### config.mk
export PLATFORM = sky130hd
export DESIGN_NAME = julian_day_to_calendar_date_core
export DESIGN_NICKNAME = d
export VERILOG_FILES = /design/src/design/jdcal_pkg.sv /design/src/design/jdcal_year.sv /design/src/design/jdcal_month.sv /design/src/design/julian_day_to_calendar_date_core.sv
export SDC_FILE = /design/constraint.sdc
export NUM_CORES = 2
export LEC_CHECK = 0
export BUFFER_PORTS_ARGS = -buffer_cell sky130_fd_sc_hd__buf_2
export CAP_MARGIN = 5
export CORE_MARGIN = 5
export CORE_UTILIZATION = 35
export CTS_CLUSTER_SIZE = 28
export DETAILED_ROUTE_END_ITERATION = 7
export GPL_TIMING_DRIVEN = 0
export SYNTH_ARGS = -nofsm -noshare
export SYNTH_HDL_FRONTEND = slang
export SYNTH_HIERARCHICAL = 1
export SYNTH_SLANG_ARGS = --single-unit
export TNS_END_PERCENT = 30
### constraint.sdc
create_clock -name clk -period 17.82 [get_ports clk]
set_input_delay 0.891 -clock clk [delete_from_list [all_inputs] [get_ports clk]]
set_output_delay 0.891 -clock clk [all_outputs]
set_load 0.005 [all_outputs]
### src/design/jdcal_pkg.sv
`timescale 1ns / 1ps
// ----------------------------------------------------------------------------
// jdcal_pkg
// Constants and shared types for the day-number-to-date pipeline.
// ----------------------------------------------------------------------------
package jdcal_pkg;

  localparam int JdW = 39;
  localparam int YearW = 31;

  localparam logic [JdW-1:0] LastJulianDay = 39'd2299160;
  localparam logic [JdW-1:0] First1583Day  = 39'd2299239;
  localparam logic [JdW-1:0] GregEpochDay  = 39'd2159717;
  localparam logic [YearW-1:0] GregEpochYear = 31'd1201;

  // floor(2^49 / 146097): applied to day >> 8, quotient is product >> 41
  localparam logic [31:0] GregRecip = 32'd3853261555;
  // ceil(2^32 / 1461): exact quotient for operands below 2^24
  localparam logic [21:0] Recip1461 = 22'd2939745;

  // Year split result handed to the month stage
  typedef struct packed {
    logic             valid;
    logic [YearW-1:0] year;
    logic             bc;
    logic [8:0]       doy;
    logic             leap;
  } year_split_t;

  function automatic logic [8:0] month_start(input logic [3:0] m, input logic leap);
    logic [8:0] s;
    case (m)
      4'd0:    s = 9'd0;
      4'd1:    s = 9'd31;
      4'd2:    s = 9'd59;
      4'd3:    s = 9'd90;
      4'd4:    s = 9'd120;
      4'd5:    s = 9'd151;
      4'd6:    s = 9'd181;
      4'd7:    s = 9'd212;
      4'd8:    s = 9'd243;
      4'd9:    s = 9'd273;
      4'd10:   s = 9'd304;
      4'd11:   s = 9'd334;
      default: s = 9'd365;
    endcase
    if (leap && m >= 4'd2) begin
      s = s + 9'd1;
    end
    return s;
  endfunction

endpackage

### src/design/jdcal_year.sv
`timescale 1ns / 1ps
// ----------------------------------------------------------------------------
// jdcal_year
// Pipelined split of a day number into year, BC flag, day of year and leap flag.
// ----------------------------------------------------------------------------
module jdcal_year (
  input  logic                        clk,
  input  logic                        rst,
  input  logic                        in_valid,
  input  logic [jdcal_pkg::JdW-1:0]   julian_day,
  output jdcal_pkg::year_split_t      split
);
  import jdcal_pkg::*;

  // Stage 1: select calendar and offset
  logic            s1_valid, s1_greg;
  logic [JdW-1:0]  s1_d;
  // Stage 2: cycle quotient estimate by reciprocal multiply
  logic            s2_valid, s2_greg;
  logic [JdW-1:0]  s2_d;
  logic [21:0]     s2_q;
  // Stage 3: remainder of the estimate
  logic            s3_valid, s3_greg;
  logic [21:0]     s3_q;
  logic [18:0]     s3_r;
  // Stage 4: corrected quotient and remainder
  logic            s4_valid, s4_greg;
  logic [21:0]     s4_q;
  logic [17:0]     s4_r;
  // Stage 5: century split (gregorian)
  logic            s5_valid, s5_greg;
  logic [21:0]     s5_q;
  logic [1:0]      s5_c;
  logic [15:0]     s5_r;
  // Stage 6: four year block index
  logic            s6_valid, s6_greg;
  logic [21:0]     s6_q;
  logic [1:0]      s6_c;
  logic [4:0]      s6_q4;
  logic [15:0]     s6_r;
  // Stage 7: remainder within the four year block
  logic            s7_valid, s7_greg;
  logic [21:0]     s7_q;
  logic [1:0]      s7_c;
  logic [4:0]      s7_q4;
  logic [10:0]     s7_r4;
  // Stage 8: year within block and day of year
  logic            s8_valid, s8_greg;
  logic [21:0]     s8_q;
  logic [1:0]      s8_c;
  logic [4:0]      s8_q4;
  logic [1:0]      s8_q1;
  logic [8:0]      s8_doy;
  // Stage 9: year assembly
  year_split_t     s9;

  logic             is_julian;
  logic [JdW-1:0]   d_sel;
  logic [30:0]      mul_a;
  logic [31:0]      mul_b;
  logic [62:0]      mul_p;
  logic [21:0]      q_est;
  logic [17:0]      div_c;
  logic [39:0]      qd_p;
  logic [JdW-1:0]   r_raw;
  logic             r_over;
  logic [1:0]       c_n;
  logic [17:0]      c_sub;
  logic [37:0]      q4_p;
  logic [4:0]       q4_n;
  logic [10:0]      r4_n;
  logic [1:0]       q1_n;
  logic [10:0]      doy_n;
  logic [YearW-1:0] y_g;
  logic [12:0]      y_j;
  logic [YearW-1:0] y_n;
  logic             bc_n;
  logic             leap_n;

  assign is_julian = (julian_day < First1583Day);

  always_comb begin
    if (is_julian) begin
      // shift the post-reform tail of 1582 by the ten dropped days
      d_sel = (julian_day <= LastJulianDay) ? julian_day : julian_day + 39'd10;
    end else begin
      d_sel = julian_day - GregEpochDay;
    end
  end

  // One 31 x 32 multiplier serves both calendars; the gregorian estimate
  // is at most one short, the julian one is exact.
  always_comb begin
    if (s1_greg) begin
      mul_a = s1_d[JdW-1:8];
      mul_b = GregRecip;
    end else begin
      mul_a = {9'd0, s1_d[21:0]};
      mul_b = {10'd0, Recip1461};
    end
    mul_p = {32'd0, mul_a} * {31'd0, mul_b};
    q_est = s1_greg ? mul_p[62:41] : mul_p[53:32];
  end

  always_comb begin
    div_c = s2_greg ? 18'd146097 : 18'd1461;
    qd_p  = {18'd0, s2_q} * {22'd0, div_c};
    r_raw = s2_d - qd_p[JdW-1:0];
  end

  assign r_over = s3_greg && (s3_r >= 19'd146097);

  always_comb begin
    c_n = 2'd0;
    if (s4_greg) begin
      if (s4_r >= 18'd109572) c_n = 2'd3;
      else if (s4_r >= 18'd73048) c_n = 2'd2;
      else if (s4_r >= 18'd36524) c_n = 2'd1;
    end
    c_sub = 18'(c_n) * 18'd36524;
  end

  always_comb begin
    q4_p = {22'd0, s5_r} * {16'd0, Recip1461};
    q4_n = s5_greg ? q4_p[36:32] : 5'd0;
  end

  assign r4_n = 11'(s6_r - 16'(s6_q4) * 16'd1461);

  always_comb begin
    q1_n = 2'd0;
    if (s7_greg) begin
      if (s7_r4 >= 11'd1095) q1_n = 2'd3;
      else if (s7_r4 >= 11'd730) q1_n = 2'd2;
      else if (s7_r4 >= 11'd365) q1_n = 2'd1;
    end else begin
      // the leap year leads the julian four year block
      if (s7_r4 >= 11'd1096) q1_n = 2'd3;
      else if (s7_r4 >= 11'd731) q1_n = 2'd2;
      else if (s7_r4 >= 11'd366) q1_n = 2'd1;
    end
    doy_n = s7_r4 - 11'(q1_n) * 11'd365 - {10'd0, (!s7_greg && q1_n != 2'd0)};
  end

  always_comb begin
    y_g = GregEpochYear + 31'(s8_q) * 31'd400 + 31'(s8_c) * 31'd100
        + 31'(s8_q4) * 31'd4 + 31'(s8_q1);
    // four years per block plus the year within the block
    y_j = {s8_q[10:0], s8_q1};
    if (s8_greg) begin
      y_n    = y_g;
      bc_n   = 1'b0;
      leap_n = (s8_q1 == 2'd3) && ((s8_q4 != 5'd24) || (s8_c == 2'd3));
    end else begin
      leap_n = (s8_q1 == 2'd0);
      if (y_j <= 13'd4712) begin
        // no year zero: astronomical year 0 is 1 BC
        y_n  = 31'(13'd4713 - y_j);
        bc_n = 1'b1;
      end else begin
        y_n  = 31'(y_j - 13'd4712);
        bc_n = 1'b0;
      end
    end
  end

  always_ff @(posedge clk) begin
    if (rst) begin
      s1_valid <= 1'b0;
      s2_valid <= 1'b0;
      s3_valid <= 1'b0;
      s4_valid <= 1'b0;
      s5_valid <= 1'b0;
      s6_valid <= 1'b0;
      s7_valid <= 1'b0;
      s8_valid <= 1'b0;
      s9.valid <= 1'b0;
    end else begin
      s1_valid <= in_valid;
      s2_valid <= s1_valid;
      s3_valid <= s2_valid;
      s4_valid <= s3_valid;
      s5_valid <= s4_valid;
      s6_valid <= s5_valid;
      s7_valid <= s6_valid;
      s8_valid <= s7_valid;
      s9.valid <= s8_valid;
    end
    s1_greg <= !is_julian;
    s1_d    <= d_sel;
    s2_greg <= s1_greg;
    s2_d    <= s1_d;
    s2_q    <= q_est;
    s3_greg <= s2_greg;
    s3_q    <= s2_q;
    s3_r    <= r_raw[18:0];
    s4_greg <= s3_greg;
    s4_q    <= r_over ? s3_q + 22'd1 : s3_q;
    s4_r    <= r_over ? 18'(s3_r - 19'd146097) : s3_r[17:0];
    s5_greg <= s4_greg;
    s5_q    <= s4_q;
    s5_c    <= c_n;
    s5_r    <= 16'(s4_r - c_sub);
    s6_greg <= s5_greg;
    s6_q    <= s5_q;
    s6_c    <= s5_c;
    s6_q4   <= q4_n;
    s6_r    <= s5_r;
    s7_greg <= s6_greg;
    s7_q    <= s6_q;
    s7_c    <= s6_c;
    s7_q4   <= s6_q4;
    s7_r4   <= r4_n;
    s8_greg <= s7_greg;
    s8_q    <= s7_q;
    s8_c    <= s7_c;
    s8_q4   <= s7_q4;
    s8_q1   <= q1_n;
    s8_doy  <= doy_n[8:0];
    s9.doy  <= s8_doy;
    s9.leap <= leap_n;
    s9.year <= y_n;
    s9.bc   <= bc_n;
  end

  assign split = s9;

  a_rem: assert property (@(posedge clk) disable iff (rst)
    s4_valid |-> s4_r < 18'd146097) else $error("cycle remainder too large");
  a_jrem: assert property (@(posedge clk) disable iff (rst)
    s4_valid && !s4_greg |-> s4_r < 18'd1461) else $error("julian remainder too large");
  a_q4: assert property (@(posedge clk) disable iff (rst)
    s6_valid |-> s6_q4 <= 5'd24) else $error("block index out of range");
  a_doy: assert property (@(posedge clk) disable iff (rst)
    s9.valid |-> s9.doy <= 9'd365) else $error("day of year out of range");

endmodule

### src/design/jdcal_month.sv
`timescale 1ns / 1ps
// ----------------------------------------------------------------------------
// jdcal_month
// Registered split of day of year into month and day; year and BC flag pass through.
// ----------------------------------------------------------------------------
module jdcal_month (
  input  logic                          clk,
  input  logic                          rst,
  input  jdcal_pkg::year_split_t        split,
  output logic                          done,
  output logic [4:0]                    day_of_month,
  output logic [3:0]                    month_number,
  output logic [jdcal_pkg::YearW-1:0]   year_number,
  output logic                          before_christ
);
  import jdcal_pkg::*;

  logic [3:0] m;
  always_comb begin
    m = 4'd0;
    for (int i = 1; i < 12; i++) begin
      if (split.doy >= month_start(4'(i), split.leap)) m = 4'(i);
    end
  end

  always_ff @(posedge clk) begin
    if (rst) begin
      done <= 1'b0;
    end else begin
      done <= split.valid;
    end
    month_number  <= m + 4'd1;
    day_of_month  <= 5'(split.doy - month_start(m, split.leap) + 9'd1);
    year_number   <= split.year;
    before_christ <= split.bc;
  end

  a_month: assert property (@(posedge clk) disable iff (rst)
    done |-> (month_number >= 4'd1 && month_number <= 4'd12)) else $error("bad month");
  a_day: assert property (@(posedge clk) disable iff (rst)
    done |-> day_of_month != 5'd0) else $error("bad day");
  a_bc: assert property (@(posedge clk) disable iff (rst)
    done && before_christ |-> year_number <= 31'd4713) else $error("bad bc year");

endmodule

### src/design/julian_day_to_calendar_date_core.sv
`timescale 1ns / 1ps
// ----------------------------------------------------------------------------
// julian_day_to_calendar_date_core
// Day number to calendar date, ten register stages.
// ----------------------------------------------------------------------------
// done strobes once a start transfer has passed the jdcal_year stages and the jdcal_month output register.
// Throughput: one day number per cycle; busy stays low.
// Reset clears all stage valid bits; no result is in flight afterward.
// The receiver cannot stall: each result shows for one cycle only.
module julian_day_to_calendar_date_core (
  input  logic                          clk,
  input  logic                          rst,
  input  logic                          start,
  output logic                          busy,
  input  logic [jdcal_pkg::JdW-1:0]     julian_day,
  output logic                          done,
  output logic [4:0]                    day_of_month,
  output logic [3:0]                    month_number,
  output logic [jdcal_pkg::YearW-1:0]   year_number,
  output logic                          before_christ
);
  import jdcal_pkg::*;

  year_split_t split;

  assign busy = 1'b0;

  jdcal_year u_year (
    .clk        (clk),
    .rst        (rst),
    .in_valid   (start),
    .julian_day (julian_day),
    .split      (split)
  );

  jdcal_month u_month (
    .clk           (clk),
    .rst           (rst),
    .split         (split),
    .done          (done),
    .day_of_month  (day_of_month),
    .month_number  (month_number),
    .year_number   (year_number),
    .before_christ (before_christ)
  );

  a_lat: assert property (@(posedge clk) disable iff (rst)
    $past(start, 10) && !$past(rst, 10) |-> done) else $error("lost transfer");

endmodule

**Word-level counts from Yosys, hierarchy flattened**

Memories as Yosys holds them, arrays and structs flattened.
Cells that the tools add are included.

- Register bits: 422
- Memory bits (read-only): 144
- Output and inout bits: 43
- Word-level logic and storage cells: 159
- Memories: 1

Memory list:

| memory | depth | bits a word | read ports | clocked after memory_dff | wr ports | RTL line | RTL |
|---|---|---|---|---|---|---|---|
| (name not given) | 16 | 9 | 1 | 0 | 0 | jdcal_pkg.sv:32 | `case (m)` |

- $add $sub $neg: 19
- Multiply operators: 8
- $lt $le $gt $ge: 25
- Eq/ne operators: 3
- Mux-type cells: 45
- Reductions and logical operators: 9

Operators with widths:

| operator | count |
|---|---|
| 2-to-1 mux 31 bit | 3 |
| 2-to-1 mux 39 bit | 2 |
| multiplier 31 x 32 -> 63 bit | 1 |
| 2-to-1 mux 22 bit | 2 |
| 2-to-1 mux 4 bit | 11 |
| adder 39 x 4 -> 39 bit, second input constant | 1 |
| <= comparator 39 x 22 -> 1 bit, second input constant | 1 |
| less-than comparator 39 x 22 -> 1 bit, second input constant | 1 |
| subtractor 39 x 22 -> 39 bit, second input constant | 1 |
| multiplier 16 x 22 -> 37 bit, second input constant | 1 |
| >= comparator 18 x 17 -> 1 bit, second input constant | 2 |
| >= comparator 9 x 8 -> 1 bit | 4 |
| 2-to-1 mux 18 bit | 2 |
| 2-to-1 mux 32 bit | 1 |
| adder 11 x 31 -> 31 bit, first input constant | 1 |
| adder 31 x 2 -> 31 bit | 1 |
| adder 31 x 7 -> 31 bit | 1 |
| adder 31 x 9 -> 31 bit | 1 |
| >= comparator 9 bit | 3 |
| multiplier 22 x 5 -> 27 bit, second input constant | 1 |
| adder 22 x 1 -> 22 bit, second input constant | 1 |
| >= comparator 11 x 10 -> 1 bit, second input constant | 2 |
| >= comparator 11 bit, second input constant | 2 |
| >= comparator 11 x 9 -> 1 bit, second input constant | 2 |
| 34 further kinds | 61 |

**Depth between registers and ports, before layout**

- Word-level depth: 17
- Gate-level depth with buffers: 33
- Gate-level depth less buffers: 32

**Cells and area by module**

Netlist, hierarchy kept.

Modules (own cells, without submodules):

| module | instances | cells each | area each (sq um) | sequential area each (sq um) |
|---|---|---|---|---|
| jdcal_year | 1 | 4,630 | 46,696.0 | 7,607.3 |
| jdcal_month | 1 | 173 | 1,889.3 | 840.8 |
| julian_day_to_calendar_date_core | 1 | 2 | 11.3 | 0.0 |

**Least setup slack after synthesis**

Ideal clock, no wire load.

- Path type: flip-flop to flip-flop
- Start point: register u_year.s1_greg
- End point: register u_year.s2_q[14]
- Setup time: 121 ps
- Arrival time: 8,427 ps
- Slack: 9,272 ps
- Cell stages (with the launch flop): 32
- Path buffers: 2
- Period minus slack after synthesis: 8,548 ps
- Path through: dfxtp_1 clkbuf_1 buf_1 nand2_1 inv_1 nor2_1 fa_1 inv_1 fa_1 fa_1 inv_1 fa_1 inv_1 fa_1 inv_1 fa_1 inv_1 fa_1 inv_1 fa_1 inv_1 ha_1 and4_1 a221o_1 o31ai_1 o21ai_0 a221o_1 o21ai_0 o221ai_1 a21oi_1 xnor2_1 mux2_2

- Cells in the longest elaborated chain, start to end: 3

Ends and longest elaborated chain:

| element | RTL line | RTL |
|---|---|---|
| start, declared | jdcal_year.sv:16 | `logic s1_valid, s1_greg;` |
| start signal, assigned | jdcal_year.sv:189 | `s1_greg <= !is_julian;` |
| 2-to-1 mux 31 bit or 2-to-1 mux 32 bit (tied branches) | jdcal_year.sv:94 | `if (s1_greg) begin` |
| multiplier 31 x 32 -> 63 bit | jdcal_year.sv:101 | `mul_p = {32'd0, mul_a} * {31'd0, mul_b};` |
| 2-to-1 mux 22 bit * | jdcal_year.sv:102 | `q_est = s1_greg ? mul_p[62:41] : mul_p[53:32];` |
| named net u_year.q_est[14] | jdcal_year.sv:62 | `logic [21:0] q_est;` |
| end signal, assigned | jdcal_year.sv:193 | `s2_q <= q_est;` |
| end, declared | jdcal_year.sv:21 | `logic [21:0] s2_q;` |

Mark *: on every way through the listed nets, which the timed path passes. The rest lies on a longest branch.
A chain may end at the register's enable or synchronous reset.

**Worst setup path in the final report**

- Start point: register u_year.s1_greg
- End point: register u_year.s2_q[21]

The elaborated chain is that of the path after synthesis.

==> metrics.yaml <==
grt:
  antenna_found_initial: 4
  overflow: 0
  grtUsageTotal_pct: 16.28
  grt_max_degree: 16
  grt_pass1_vias: 33605
  grt_pass1_wl_um: 187300
route:
  vias: 31573
  drt-initial-drc-count: 1447
  first_pass_iters: 7
  wl_per_cell_um: 17.26
  ant_nets: 0
  drc: 0
  routed_wl_um: 117200
  vias_per_cell: 4.650
cells_and_area:
  fin_area_mm2: 0.05286
  antenna_cells: 0
  stdcell_count: 6790
  final_common_cell: "inv_1"
  layout-drive-gt1-share_pct: 4.704
  area_growth_pct: 8.777
  fin_nets: 6636
  fill_cells: 13668
  layout_common_cells: "1255 x inv_1, 898 x ha_1, 738 x fa_1, 422 x dfxtp_1, 181 x nand2_1"
critical_path:
  critPathCaptureType: "flop"
  critical-path-max-stage-delay_ns: 0.78
  crit_top_cell: "fa_1"
  reg2reg_slack_ns: 6.56
  crit_type: "flop to flop"
  cp.arrival_ns: 11.84
  slowest_stage: "dfxtp_1"
  cp_max_fo: 10
  crit_path_start_kind: "flop"
  cp_data_required_time_ns: 18.40
sta:
  finalSetupViolCount: 0
  rsz0062_at_grt: "false"
  fin_crit_ns: 11.26
  finalHoldViolCount: 0
  worst_pin_slew_ns: 1.211
  max_freq_ghz: 0.08883
  finalMaxSlewViolations: 0
  relSlewSlack_pct: 18.22
  tns_ns: 0
  finClkSkew_ns: 0.06169
  min_period_over_period_pct: 63.17
logic_synthesis:
  synth-edff-count: 0
  synth_seq_cells: 422
  syn_inst: 4805
  ys_warn_count: 6
  ys_seq_area_share_pct: 17.38
  synth_cell_types: 106
  async_reset_ff_share_pct: 0
  syn_area_mm2: 0.04860
  synth_ff_type: "dfxtp_1"
  avgSynthCellArea_um2: 10.11
clock_network:
  cts_resized: 0
  root_buffer: "clkbuf_16"
  cts_buffers: 47
  post_cts_buffers: 0
  cts_tree: "done"
  holdBufCountCts: 0
  numClockSinks: 422
  cts_buffer_depth: 3
  clock_latency_ns: 0.67
  path_clk_slew_ns: 0.06
  h-tree-depth: 2
placement:
  hpwlAfterDp_um: 102900
  placed_area_mm2: 0.05134
  port_buffers: 79
  placed_cells: 6703
  place_congestion: 0.9401
die:
  ios: 85
  dieArea_mm2: 0.1464
  num_rows: 136
  fp.dieH_um: 382.6
  fp.dieW_um: 382.6
  initial_core_util_pct: 35.30
  core_mm2: 0.1377
hold_path:
  hold_path_class: "flop to flop"
outcome:
  status: "completed"
run:
  cap_violations: 0
[cell type report]
class | count | area [um2] | share of cell area, %
clock buffers | 65 | 1314 | 2.485
clock inverters | 22 | 210.2 | 0.3976
inverters | 1256 | 4715 | 8.919
plain buffers | 44 | 195.2 | 0.3692
flip-flops and latches | 422 | 8448 | 15.98
repair buffers | 80 | 400.4 | 0.7574
multi-input cells | 3107 | 35340 | 66.84
well taps | 1794 | 2245 | 4.246
[layer usage]
layer	GRT usage, %	part of all wire, %
met5	0	0.0060
met4	4.443	2.9
met3	1.977	4.9
met2	27.01	46
met1	22.50	46
[logic make-up after synthesis]
group	share of synthesized area (%)
AOI/OAI and AO/OA	7.006
buffers and inverters	10.10
xor gates and xnor gates	4.524
and+or+nand+nor	7.073
muxes	0.3656
other	0.02317
adders and majority gates	53.52
DFF	17.38
[Yosys cell counts (all sizes together), types with 6 or more instances]
library cell | number | area (um2)
and4 | 10 | 87.58
xnor2 | 177 | 1550
a211oi | 14 | 110.1
a2111oi | 8 | 95.09
and3 | 34 | 215.2
o2111ai | 7 | 61.31
buf | 11 | 61.30
xor2 | 74 | 648.1
a21boi | 8 | 60.06
a31o | 9 | 78.83
mux2i | 11 | 110.1
fa | 738 | 14770
inv | 1255 | 4711
a211o | 7 | 61.31
nor2b | 65 | 416.7
a31oi | 15 | 115.1
and2 | 15 | 93.84
o21a | 24 | 181.4
nor3b | 7 | 52.55
o211ai | 13 | 121.4
mux2 | 6 | 67.56
nand3 | 49 | 245.2
nand2 | 181 | 679.4
clkbuf | 33 | 133.9
o21bai | 16 | 123.9
nor4 | 14 | 93.84
a221o | 8 | 80.08
o21ai | 114 | 581.8
or3 | 8 | 50.05
a21o | 67 | 504.2
o31ai | 9 | 67.56
ha | 898 | 11240
a21oi | 135 | 705.7
nor2 | 144 | 540.5
or4 | 9 | 72.57
or2 | 22 | 140.1
nor3 | 48 | 240.2
nand2b | 16 | 100.1
dfxtp | 422 | 8448
nand4 | 26 | 177.7
[registers in the layout (all words and copies together), names as in the netlist, 16 cells and up]
name,flops
u_year/s1_d,39
u_year/s4_r,18
u_month/year_number,31
u_year/s6_q,22
u_year/s7_q,22
u_year/s5_q,22
u_year/s3_q,22
u_year/s5_r,16
u_year/s2_q,22
u_year/s3_r,19
u_year/s2_d,19
u_year/split,43
u_year/s4_q,22
u_year/s8_q,22
[worst max-delay path, delay by kind of cell, from the launching register on]
family / cells / cell delay (ns)
AOI/OAI and AO/OA: 6 / 2.02
buffers and inverters: 8 / 2.29
and+or+nand+nor: 6 / 1.81
adders and majority gates: 9 / 4.22
DFF: 1 / 0.78
[metrics by stage]
step / utilization (%) / setup slack, ns / hold slack (ns)
floorplan: - / 9.272 / 0.3096
global placement: 37.28 / 6.655 / 0.3102
detailed placement: 37.29 / 6.617 / 0.3121
CTS: 38.40 / 6.605 / 0.2913
global route: 38.40 / 6.140 / 0.3004
finish: 38.40 / 6.563 / 0.2844
[path summary, 6_finish.rpt]
kind | start | to | cells past startpoint
worst max-delay path | u_year/s1_greg | u_year/s2_q[21] | 29
worst min-delay path | u_year/s4_q[9] | u_year/s5_q[9] | 0
worst max register to register | u_year/s1_greg | u_year/s2_q[21] | 29
worst min register to register | u_year/s4_q[9] | u_year/s5_q[9] | 0
Power is left out: the tool's default activity adds up to more than one toggle a clock period on the data nets, which glitch-free logic cannot reach.
